<file path="config.mk">
export PLATFORM = sky130hd
export DESIGN_NAME = utf8_display_width_counter_core
export DESIGN_NICKNAME = d
export VERILOG_FILES = /design/src/sv/u8dw_pkg.sv /design/src/sv/u8dw_decode.sv /design/src/sv/utf8_display_width_counter_core.sv
export SDC_FILE = /design/constraint.sdc
export NUM_CORES = 1
export LEC_CHECK = 0
export ABC_CLOCK_PERIOD_IN_PS = 4800
export BUFFER_PORTS_ARGS = -buffer_cell sky130_fd_sc_hd__clkbuf_2
export CORE_MARGIN = 2
export CORE_UTILIZATION = 59
export DETAILED_ROUTE_END_ITERATION = 6
export GPL_ROUTABILITY_DRIVEN = 0
export PLACE_DENSITY = 0.85
export SYNTH_ARGS = -nofsm -noshare
export SYNTH_HDL_FRONTEND = slang
export SYNTH_SLANG_ARGS = --single-unit
</file>
<file path="constraint.sdc">
create_clock -name clk -period 4.8 [get_ports clk]
set_input_delay 1.44 -clock clk [delete_from_list [all_inputs] [get_ports clk]]
set_output_delay 1.44 -clock clk [all_outputs]
set_load 0.01 [all_outputs]
</file>
<file path="src/sv/u8dw_pkg.sv">
// Shared types, code point ranges and width classification for the UTF-8 column counter.
package u8dw_pkg;

  localparam int CP_BITS = 21;
  localparam int PEND_BITS = 2;

  // Number of continuation bytes still expected.
  localparam logic [PEND_BITS-1:0] PEND_NONE = 2'd0;
  localparam logic [PEND_BITS-1:0] PEND_ONE = 2'd1;
  localparam logic [PEND_BITS-1:0] PEND_TWO = 2'd2;
  localparam logic [PEND_BITS-1:0] PEND_THREE = 2'd3;

  typedef logic [CP_BITS-1:0] code_point_t;
  typedef logic [PEND_BITS-1:0] pend_t;

  // Decoder result for one byte against the current sequence state.
  typedef struct packed {
    code_point_t acc_next;
    pend_t pend_next;
    logic add_en;
    logic add_two;
  } decode_t;

  // True when a code point occupies two terminal columns.
  function automatic logic is_wide(input code_point_t cp);
    logic w;
    w = (cp >= 21'h01100 && cp <= 21'h0115F) ||
        (cp >= 21'h02329 && cp <= 21'h0232A) ||
        (cp >= 21'h02E80 && cp <= 21'h0303E) ||
        (cp >= 21'h03040 && cp <= 21'h033BF) ||
        (cp >= 21'h03400 && cp <= 21'h04DBF) ||
        (cp >= 21'h04E00 && cp <= 21'h0A4CF) ||
        (cp >= 21'h0AC00 && cp <= 21'h0D7AF) ||
        (cp >= 21'h0F900 && cp <= 21'h0FAFF) ||
        (cp >= 21'h0FE30 && cp <= 21'h0FE6F) ||
        (cp >= 21'h0FF01 && cp <= 21'h0FF60) ||
        (cp >= 21'h0FFE0 && cp <= 21'h0FFE6) ||
        (cp >= 21'h20000);
    return w;
  endfunction

endpackage

</file>
<file path="src/sv/u8dw_decode.sv">
// Byte decoder: sequence tracking, code point assembly and column class of one byte.
module u8dw_decode
  import u8dw_pkg::*;
(
  input  logic [7:0]  text_byte,
  input  logic        last,
  input  pend_t       pend,
  input  code_point_t acc,
  output decode_t     dec
);

  always_comb begin
    dec.acc_next = acc;
    dec.pend_next = pend;
    dec.add_en = 1'b0;
    dec.add_two = 1'b0;
    if (pend != PEND_NONE) begin
      // Absorb any byte as a continuation, low six bits only.
      dec.acc_next = {acc[CP_BITS-7:0], text_byte[5:0]};
      dec.pend_next = pend - PEND_ONE;
      // Count a finished code point, or a partial one cut short at the end.
      dec.add_en = (dec.pend_next == PEND_NONE) || last;
      dec.add_two = is_wide(dec.acc_next);
    end else if (text_byte[7] == 1'b0) begin
      dec.add_en = 1'b1;
      dec.add_two = is_wide(code_point_t'(text_byte));
    end else if (text_byte[7:5] == 3'b110) begin
      dec.acc_next = code_point_t'(text_byte[4:0]);
      dec.pend_next = PEND_ONE;
      dec.add_en = last;
      dec.add_two = is_wide(dec.acc_next);
    end else if (text_byte[7:4] == 4'b1110) begin
      dec.acc_next = code_point_t'(text_byte[3:0]);
      dec.pend_next = PEND_TWO;
      dec.add_en = last;
      dec.add_two = is_wide(dec.acc_next);
    end else if (text_byte[7:3] == 5'b11110) begin
      dec.acc_next = code_point_t'(text_byte[2:0]);
      dec.pend_next = PEND_THREE;
      dec.add_en = last;
      dec.add_two = is_wide(dec.acc_next);
    end else begin
      // Stray continuation or invalid lead: one column.
      dec.add_en = 1'b1;
    end
  end

endmodule

</file>
<file path="src/sv/utf8_display_width_counter_core.sv">
// Top level: input register, decoder, saturating column count and result register.
// Takes one UTF-8 byte per cycle, sustained unless a final byte is held, and presents
// the column total of a string in the result register once its final byte leaves the input
// register. Each byte is decoded and added to the saturating COUNT_BITS-wide total while it
// is in the input register; a final byte waits there only while the previous total is still
// stalled at the output, and the count starts over from zero on the byte that follows it.
module utf8_display_width_counter_core
  import u8dw_pkg::*;
#(
  parameter int COUNT_BITS = 16
) (
  input  logic        clk,
  input  logic        rst,
  input  logic        byte_valid,
  output logic        byte_stall,
  input  logic [7:0]  text_byte,
  input  logic        end_of_string,
  output logic        columns_valid,
  input  logic        columns_stall,
  output logic [15:0] display_columns
);

  logic        s1_valid;
  logic [7:0]  s1_byte;
  logic        s1_last;
  logic        s1_adv;
  logic        accept;

  pend_t       pend;
  code_point_t acc;
  logic [COUNT_BITS-1:0] running;
  logic [COUNT_BITS-1:0] running_next;
  logic [COUNT_BITS:0]   sum;
  decode_t     dec;

  // Hold a final byte while the previous total has not been taken.
  assign s1_adv = s1_valid && !(s1_last && columns_valid && columns_stall);
  assign byte_stall = s1_valid && !s1_adv;
  assign accept = byte_valid && !byte_stall;

  u8dw_decode u_decode (
    .text_byte (s1_byte),
    .last      (s1_last),
    .pend      (pend),
    .acc       (acc),
    .dec       (dec)
  );

  always_comb begin
    sum = {1'b0, running} + (dec.add_two ? (COUNT_BITS+1)'(2) : (COUNT_BITS+1)'(1));
    running_next = running;
    if (dec.add_en) begin
      running_next = sum[COUNT_BITS] ? {COUNT_BITS{1'b1}} : sum[COUNT_BITS-1:0];
    end
  end

  always_ff @(posedge clk) begin
    if (rst) begin
      s1_valid <= 1'b0;
    end else if (accept) begin
      s1_valid <= 1'b1;
    end else if (s1_adv) begin
      s1_valid <= 1'b0;
    end
    if (accept) begin
      s1_byte <= text_byte;
      s1_last <= end_of_string;
    end
  end

  always_ff @(posedge clk) begin
    if (rst) begin
      pend <= PEND_NONE;
      acc <= '0;
      running <= '0;
    end else if (s1_adv) begin
      if (s1_last) begin
        pend <= PEND_NONE;
        acc <= '0;
        running <= '0;
      end else begin
        pend <= dec.pend_next;
        acc <= dec.acc_next;
        running <= running_next;
      end
    end
  end

  always_ff @(posedge clk) begin
    if (rst) begin
      columns_valid <= 1'b0;
    end else if (s1_adv && s1_last) begin
      columns_valid <= 1'b1;
    end else if (!columns_stall) begin
      columns_valid <= 1'b0;
    end
    if (s1_adv && s1_last) begin
      display_columns <= 16'(running_next);
    end
  end

  a_stall_only_on_final : assert property (@(posedge clk) disable iff (rst)
    byte_stall |-> (s1_valid && s1_last && columns_valid))
    else $error("input stalled without a final byte waiting on the result");

  a_final_gives_result : assert property (@(posedge clk) disable iff (rst)
    (s1_adv && s1_last) |=> columns_valid)
    else $error("final byte advanced without a result");

  a_final_clears_state : assert property (@(posedge clk) disable iff (rst)
    (s1_adv && s1_last) |=> (pend == PEND_NONE && acc == '0 && running == '0))
    else $error("sequence state not cleared after final byte");

  a_count_never_drops : assert property (@(posedge clk) disable iff (rst)
    (s1_adv && !s1_last) |=> (running >= $past(running)))
    else $error("running column count decreased within a string");

endmodule

</file>
==> results.yml, run 1 <==
floorplan:
  num_io_pins: 31
  die_x_um: 78.81
  dieArea_sq_um: 6211
  core_sq_um: 5439
  rows: 27
  die_h_um: 78.81
  start_util_pct: 60.71
clock_tree:
  cts_tree: "built"
  cts_root_buf: "clkbuf_8"
  numCtsBuffers: 9
  cts_setup_buffers: 0
  cts_htree_levels: 3
  cts_resized: 0
  cts_max_path_buffers: 2
  clk_latency_ns: 0.35
  hold_buffers: 0
  clkTransAtPathRegs_ns: 0.08
  clock_sinks: 60
worst_setup_path:
  cp-start-kind: "flop"
  endpoint: "running[5]$_SDFFE_PP0P_"
  cp-end-kind: "flop"
  r2r_setup_slack_ns: 0.94
  crit_required_ns: 5.07
  crit_arrival_ns: 4.13
  rr_endpoint: "running[5]$_SDFFE_PP0P_"
  critPathKind: "flop to flop"
  startpoint: "s1_byte[4]$_DFFE_PP_"
  r2r_cells: 12
  crit_path_max_fanout: 16
  r2r-start: "s1_byte[4]$_DFFE_PP_"
pwr:
  netSwitchingPower_uw: 261.7
  clockPowerShare_pct: 39.9
  p_sw_share_pct: 25.94
  leakage_nw: 1.242
  power_frac_comb_pct: 5.4
  ir_worst_vdd_v: 0.0002398
  p_int_uw: 747.2
  power_frac_seq_pct: 54.7
  power-per-cell-area_nw_per_um2: 283.8
synthesis:
  ys_warn_count: 0
  netlist.area_leader.share_pct: 22.74
  yosysTopAreaCell: "edfxtp_1"
  async_flop_share_pct: 0
  synthTopCellsByArea: "edfxtp_1 (23%), dfxtp_1 (21%), nor2_1 (5.0%), a21oi_1 (4.4%), a22oi_1 (3.0%)"
  synth.avg_cell_area_sq_um: 9.172
  post_synth_instance_area_sq_um: 3302
  synth_top_cells_by_count: "nor2_1 (44), dfxtp_1 (35), a21oi_1 (29)"
  synth.ff_latch_count: 60
  synth-main-ff-cell: "dfxtp_1"
  synthCells: 360
  synth_edf_count: 25
  synth.most_common_cell: "nor2_1"
  syn_nets: 376
  seq_area_frac_synth_pct: 43.96
  yosys.cell_types.count: 64
finish:
  area_growth_pct: 7.654
  fin_util_pct: 65.36
  stdcell_area_sq_um: 3555
  layout.cells.non_filler: 452
  antennaDiodeCount: 0
  num-nets-final: 391
  layout-drive-gt1-share_pct: 17.63
timing:
  worst_clock_skew_ns: 0.009855
  finalMaxSlewViolations: 0
  setup_viol: 0
  holdWs_ns: 0.5115
  hold_viol_final: 0
  finalCritPeriodShare_pct: 80.38
  setup_tns_ns: 0
  max_freq_mhz: 259.2
  period_minus_slack_ns: 3.858
  rsz0062_at_grt: "false"
  relSlewSlack_pct: 24.99
  worst_slew_pin_slew_ns: 1.118
global_routing:
  grt_pass1_vias: 2578
  grt_pass1_wl_um: 12130
  track_usage_pct: 24.99
  grt_max_degree: 27
  gr-total-overflow: 0
  antenna_found_initial: 0
status:
  outcome: "finished, final reports clean"
place:
  dp_cells: 436
  port_buffers: 30
  placed_area_sq_um: 3381
  hpwl_um: 4926
drt:
  ant_nets: 0
  num_vias: 2948
  viasPerCell: 6.522
  first_pass_iters: 6
  wirelength_um: 7298
  wl_per_cell_um: 16.15
  route.detailed.drc: 0
  drt-initial-drc-count: 358
worst_hold_path:
  hp-start: "running[0]$_SDFFE_PP0P_"
  hp-class: "flop to flop"
job:
  drv_cap: 0
worst max-delay path, cell delays in order, from the launching register on:
cell	delay [ns]
edfxtp_1	0.51
or4_1	0.53
nor2b_1	0.13
o21ai_0	0.10
a311oi_1	0.39
nor2_1	0.13
a31oi_1	0.30
fa_1	0.24
o311a_4	0.23
nand4_1	0.53
nor2b_1	0.37
o21a_1	0.17
nor3_1	0.14
worst min path at each step:
stage	to	slack (ns)	cells after the start
floorplan	acc[11]$_SDFFE_PP0P_	0.47	2
global placement	acc[12]$_SDFFE_PP0P_	0.48	2
detailed placement	pend[1]$_SDFFE_PP0P_	0.50	2
CTS	pend[1]$_SDFFE_PP0P_	0.51	2
global route	running[0]$_SDFFE_PP0P_	0.53	2
finish	running[0]$_SDFFE_PP0P_	0.51	2
flip-flops by register name, indices dropped and copies added, names as in the netlist:
signal           flops
pend                 2
running             16
columns_valid        1
display_columns     16
s1_last              1
acc                 15
s1_valid             1
s1_byte              8
layer usage:
| metal | vias to the layer above | part of all wire [%] | track usage [%] |
|---|---|---|---|
| li1 | 1388 | - | - |
| met1 | 1368 | 42 | 34.93 |
| met2 | 175 | 46 | 35.81 |
| met3 | 17 | 9.4 | 6.705 |
| met4 | 0 | 2.1 | 12.41 |
| met5 | - | 0 | 0 |
final cells by class:
type | count | area (sq um)
fillers | 440 | 1884
multi-input cells | 268 | 1663
flip-flops and latches | 60 | 1451
repair buffers | 31 | 157.7
clock buffers | 9 | 123.9
well taps | 72 | 90.09
clock inverters | 7 | 50.05
inverters | 5 | 18.77
kinds of logic (layout without fill, tap and decap cells):
kind of cell / after synthesis / count (layout) / synth area share (%)
xor gates and xnor gates: 10 / 10 / 2.653
and+or+nand+nor: 152 / 152 / 24.97
muxes: 4 / 4 / 1.213
adders and majority gates: 3 / 3 / 1.364
DFF: 60 / 60 / 43.96
AOI/OAI and AO/OA: 99 / 99 / 20.16
buffers and inverters: 32 / 52 / 5.684
stage by stage:
stage,power [mW],worst slack (ns)
4_1_cts,1.014,1.013
5_1_grt,1.044,0.6672
2_1_floorplan,0.5995,1.421
3_5_place_dp,0.6161,1.064
3_3_place_gp,0.6153,1.144
6_report,1.009,0.9420
placed cells by master, fill, tap and decap left out, types with 6 or more instances in the layout:
cell type,n
nor2_1,44
dfxtp_1,35
clkbuf_2,30
a21oi_1,29
edfxtp_1,25
nand2_1,20
o21ai_0,17
nor3_1,16
a22oi_1,13
nand3_1,11
clkbuf_8,9
a311oi_1,8
a31oi_1,8
nand4_1,7
xnor2_1,7
nor4_1,6
nor2b_1,6
power by group through the flow:
stage / registers, mW / logic (mW) / clock network, mW
after floorplan: 0.558 / 0.0412 / 0
after global placement: 0.563 / 0.0525 / 0
after detailed placement: 0.563 / 0.0531 / 0
after CTS: 0.552 / 0.0536 / 0.409
after global routing: 0.553 / 0.0607 / 0.430
final: 0.552 / 0.0543 / 0.403
Power figures use the tool's default switching activity.
==> run 2: changes to the inputs <==
ABC_CLOCK_PERIOD_IN_PS = 3750   (was 4800)
clock period = 3.75 ns   (was 4.8 ns; I/O delays follow)
==> results.yml, run 2 (synthesis results as in run 1) <==
status:
  outcome: "finished, final reports clean"
clock_tree:
  clock_sinks: 60
  clk_latency_ns: 0.34
  cts_tree: "built"
  cts_max_path_buffers: 2
  clkTransAtPathRegs_ns: 0.06
  numCtsBuffers: 9
  cts_htree_levels: 3
  cts_root_buf: "clkbuf_8"
place:
  hpwl_um: 5053
  port_buffers: 30
worst_hold_path:
  hp-class: "flop to flop"
drt:
  route.detailed.drc: 0
  viasPerCell: 6.497
  first_pass_iters: 7
  wl_per_cell_um: 16.17
  ant_nets: 0
  drt-initial-drc-count: 454
  num_vias: 2995
  wirelength_um: 7454
worst_setup_path:
  rr_endpoint: "display_columns[8]$_DFFE_PP_"
  cp-start-kind: "flop"
  cp-end-kind: "flop"
  startpoint: "s1_byte[4]$_DFFE_PP_"
  crit_arrival_ns: 3.73
  endpoint: "display_columns[8]$_DFFE_PP_"
  critPathKind: "flop to flop"
  r2r-start: "s1_byte[4]$_DFFE_PP_"
  r2r_setup_slack_ns: 0.09
  crit_path_max_fanout: 9
  crit_required_ns: 3.82
  r2r_cells: 12
global_routing:
  gr-total-overflow: 0
  grt_max_degree: 27
  grt_pass1_vias: 2535
  track_usage_pct: 24.49
  grt_pass1_wl_um: 11970
  antenna_found_initial: 0
finish:
  reg_top3: "display_columns: 16 flops, running: 16 flops, acc: 15 flops"
  layout-drive-gt1-share_pct: 18.77
  num-nets-final: 400
  area_growth_pct: 10.23
  final_common_cell: "nor2_1"
  antennaDiodeCount: 0
  n_fill_cell: 426
  final_cell_mix: "nor2_1 (44), dfxtp_1 (35), clkbuf_2 (30)"
timing:
  max_freq_mhz: 273.3
  relSlewSlack_pct: 23.31
  holdWs_ns: 0.4985
  finalCritPeriodShare_pct: 97.56
  setup_viol: 0
  period_minus_slack_ns: 3.658
  rsz0062_at_grt: "false"
  finalMaxSlewViolations: 0
  hold_viol_final: 0
  setup_tns_ns: 0
  worst_slew_pin_slew_ns: 1.143
  worst_clock_skew_ns: 0.01505
floorplan:
  die_h_um: 78.81
  start_util_pct: 60.71
  rows: 27
  core_sq_um: 5439
  num_io_pins: 31
  dieArea_sq_um: 6211
  die_x_um: 78.81
pwr:
  leakage_nw: 1.300
  ir_worst_vdd_v: 0.0003009
  power-per-cell-area_nw_per_um2: 369.0
job:
  drv_cap: 0
==> run 2: timing repair <==
action	4_1_cts	5_1_grt
gates resized for setup	0	1
hold buffers	0	0
setup buffers	0	2
setup endpoints to repair	0	4
==> run 2: worst max-delay path: stages, from the launching register on <==
cell      delay, ns
edfxtp_1       0.51
or2b_2         0.36
a311o_2        0.38
o31ai_2        0.18
a311oi_1       0.07
and3_1         0.22
a31o_1         0.18
ha_1           0.22
fa_1           0.41
o311a_4        0.16
and2_4         0.17
and3_4         0.17
or3b_1         0.38
==> run 2: per-stage QoR <==
| stage | power (mW) | setup WS, ns | cell area, sq um | cells | util [%] |
|---|---|---|---|---|---|
| final | 1.343 | 0.09161 | 3640 | 461 | 66.92 |
| after floorplan | 0.7673 | 0.3711 | 3302 | 360 | - |
| after global placement | 0.7893 | 0.2884 | 3433 | 443 | 63.12 |
| after global routing | 1.384 | 0.003950 | 3640 | 461 | 66.92 |
| after detailed placement | 0.7912 | 0.1005 | 3433 | 443 | 63.12 |
| after CTS | 1.346 | 0.08183 | 3621 | 459 | 66.57 |
==> run 2: how the worst min path moves through the flow <==
stage                                  startpoint                      end  depth (start not counted)
after floorplan              acc[11]$_SDFFE_PP0P_     acc[11]$_SDFFE_PP0P_                          2
after global placement       acc[11]$_SDFFE_PP0P_     acc[11]$_SDFFE_PP0P_                          2
after detailed placement  running[0]$_SDFFE_PP0P_  running[0]$_SDFFE_PP0P_                          2
after CTS                 running[0]$_SDFFE_PP0P_  running[0]$_SDFFE_PP0P_                          2
after global routing         acc[12]$_SDFFE_PP0P_     acc[12]$_SDFFE_PP0P_                          2
final                     running[0]$_SDFFE_PP0P_  running[0]$_SDFFE_PP0P_                          2
==> run 2: routing by layer <==
layer | global-route usage (%) | up-vias | wire length (um)
met3 | 4.886 | 20 | 728
met4 | 10.34 | 0 | 147
li1 | - | 1400 | -
met5 | 0 | - | 0
met2 | 36.24 | 195 | 3328
met1 | 35.07 | 1380 | 3249
==> run 2: final cells by class <==
cell class              instances  area, sq um  area share (%)
inverters                       5        18.77          0.5156
flip-flops and latches         60         1451           39.88
repair buffers                 40        225.2           6.188
clock inverters                 3        38.79           1.066
clock buffers                  13        148.9           4.091
multi-input cells             268         1667           45.79
well taps                      72        90.09           2.475
==> run 2: where the power goes <==
group          internal (mW)  total (mW)  switching (mW)
sequential             0.692       0.706          0.0144
clock                  0.323       0.563           0.240
combinational         0.0263      0.0741          0.0478
total                   1.04        1.34           0.303
==> run 3: changes to the inputs <==
GPL_TIMING_DRIVEN = 0   (was unset)
==> results.yml, run 3 (synthesis results as in run 1) <==
status:
  outcome: "finished, final reports clean"
timing:
  holdWs_ns: 0.5167
  rsz0062_at_grt: "false"
  worst_clock_skew_ns: 0.008866
  hold_viol_final: 0
  finalCritPeriodShare_pct: 97.37
  finalMaxSlewViolations: 0
  relSlewSlack_pct: 50.10
  max_freq_mhz: 273.9
  setup_viol: 0
  worst_slew_pin_slew_ns: 0.7485
  setup_tns_ns: 0
  period_minus_slack_ns: 3.651
floorplan:
  die_h_um: 78.81
  core_sq_um: 5439
  num_io_pins: 31
  rows: 27
  start_util_pct: 60.71
  die_x_um: 78.81
  dieArea_sq_um: 6211
finish:
  fin_util_pct: 68.46
  reg_top3: "display_columns: 16 flops, running: 16 flops, acc: 15 flops"
  stdcell_area_sq_um: 3724
  regArea_sq_um: 1451
  num-nets-final: 416
  area_growth_pct: 12.77
  antennaDiodeCount: 0
  multiInputGateArea_sq_um: 1679
  final_cell_mix: "nor2_1 (44), dfxtp_1 (35), clkbuf_2 (29)"
  n_fill_cell: 423
  layout.cells.non_filler: 477
  final_common_cell: "nor2_1"
  layout-drive-gt1-share_pct: 20.74
clock_tree:
  clock_sinks: 60
  numCtsBuffers: 9
  cts_htree_levels: 3
  clk_latency_ns: 0.35
  clkTransAtPathRegs_ns: 0.07
  hold_buffers: 0
  cts_tree: "built"
  cts_max_path_buffers: 2
  cts_root_buf: "clkbuf_8"
worst_setup_path:
  slowest_stage: "a311o_2"
  crit_path_max_fanout: 9
  cp_top_family: "simple AND/OR/NAND/NOR gates"
  crit_arrival_ns: 3.74
  crit_buf_inv: 1
  crit_required_ns: 3.84
  cp-end-kind: "flop"
  cp-start-kind: "flop"
  critPathKind: "flop to flop"
  cpPeakStageDelay_ns: 0.39
  crit_chain: "buf_2 -> or2b_2 -> a311o_2 -> o31ai_2 -> a311oi_1 -> and3_1 -> a31o_1 -> ha_1 -> fa_2 -> o311a_4 -> and2_4 -> and3_4 -> or3b_1"
drt:
  num_vias: 2984
  ant_nets: 0
  wl_met3_um: 655
  viasPerCell: 6.256
  first_pass_iters: 7
  wl_met1_um: 3418
  route.detailed.drc: 0
  wl_per_cell_um: 15.89
  drt-initial-drc-count: 321
  top_layer: "met4"
  dr_wl_met2_um: 3315
  wirelength_um: 7579
place:
  port_buffers: 29
  hpwl_um: 5313
  dp_cells: 461
  placed_area_sq_um: 3537
pwr:
  power-per-cell-area_nw_per_um2: 347.8
  clockPowerShare_pct: 39.6
  netSwitchingPower_uw: 320.1
  ir_worst_vdd_v: 0.0002662
  power_frac_comb_pct: 6.3
  p_int_uw: 975.0
  p_sw_share_pct: 24.72
  leakage_nw: 1.336
  power_frac_seq_pct: 54.1
worst_hold_path:
  hp-class: "flop to flop"
global_routing:
  gr-total-overflow: 0
  grt_pass1_wl_um: 12190
  grt_max_degree: 19
  grt_pass1_vias: 2630
  track_usage_pct: 25.32
  antenna_found_initial: 0
job:
  drv_cap: 0
[run 3: changes by cell type in the layout (fill, tap and decap cells not counted), moves of 2 or more]
cell and delta:
clkbuf_1 +9, clkbuf_8 +5, clkinvlp_4 +2, nor3_2 +2
buf_2 +11, nor3_1 -2, buf_4 -9
[run 3: worst paths after layout]
check                       start                      endpoint  slack, ns  cells after the start
max          s1_byte[4]$_DFFE_PP_  display_columns[8]$_DFFE_PP_        0.1                     13
min          acc[12]$_SDFFE_PP0P_          acc[12]$_SDFFE_PP0P_       0.52                      2
max reg2reg  s1_byte[4]$_DFFE_PP_  display_columns[8]$_DFFE_PP_        0.1                     13
min reg2reg  acc[12]$_SDFFE_PP0P_          acc[12]$_SDFFE_PP0P_       0.52                      2
[run 3: final cells by class]
| cell class | instances | share of cell area (%) |
|---|---|---|
| buffer | 27 | 4.536 |
| timing repair buffer | 29 | 3.898 |
| clock buffer | 12 | 3.898 |
| tap | 72 | 2.419 |
| multi-input combinational | 268 | 45.09 |
| inverter | 5 | 0.5040 |
| sequential | 60 | 38.98 |
| clock inverter | 4 | 0.6720 |
[run 3: layer usage]
layer	vias up	track usage, %
met5	-	0
met4	0	14.48
met3	18	4.773
met2	143	36.84
met1	1387	35.42
li1	1436	-
[run 3: tightest hold or removal path, delay by kind of cell, from the launching register on]
kind / cells / cell delay (ns)
flip-flops: 1 / 0.34
AND/OR/NAND/NOR: 1 / 0.08
AO/OA/AOI/OAI: 1 / 0.07
[run 3: power groups by stage]
| stage | registers (mW) | clock network (mW) | logic (mW) |
|---|---|---|---|
| after global placement | 0.715 | 0 | 0.0777 |
| after CTS | 0.701 | 0.520 | 0.0794 |
| after floorplan | 0.715 | 0 | 0.0528 |
| after global routing | 0.702 | 0.541 | 0.0894 |
| after detailed placement | 0.715 | 0 | 0.0789 |
| final | 0.701 | 0.513 | 0.0812 |
[run 3: timing repair]
action / 4_1_cts / 5_1_grt
resized for setup: 0 / 5
buffers inserted: 0 / 0
setup endpoints to repair: 0 / 11
[run 3: metrics by stage]
| stage | total power, mW | setup WS, ns |
|---|---|---|
| final | 1.295 | 0.09853 |
| after global routing | 1.333 | 0.007529 |
| after CTS | 1.300 | 0.07188 |
| after detailed placement | 0.7942 | 0.08472 |
| after global placement | 0.7923 | 0.09615 |
| after floorplan | 0.7673 | 0.3711 |
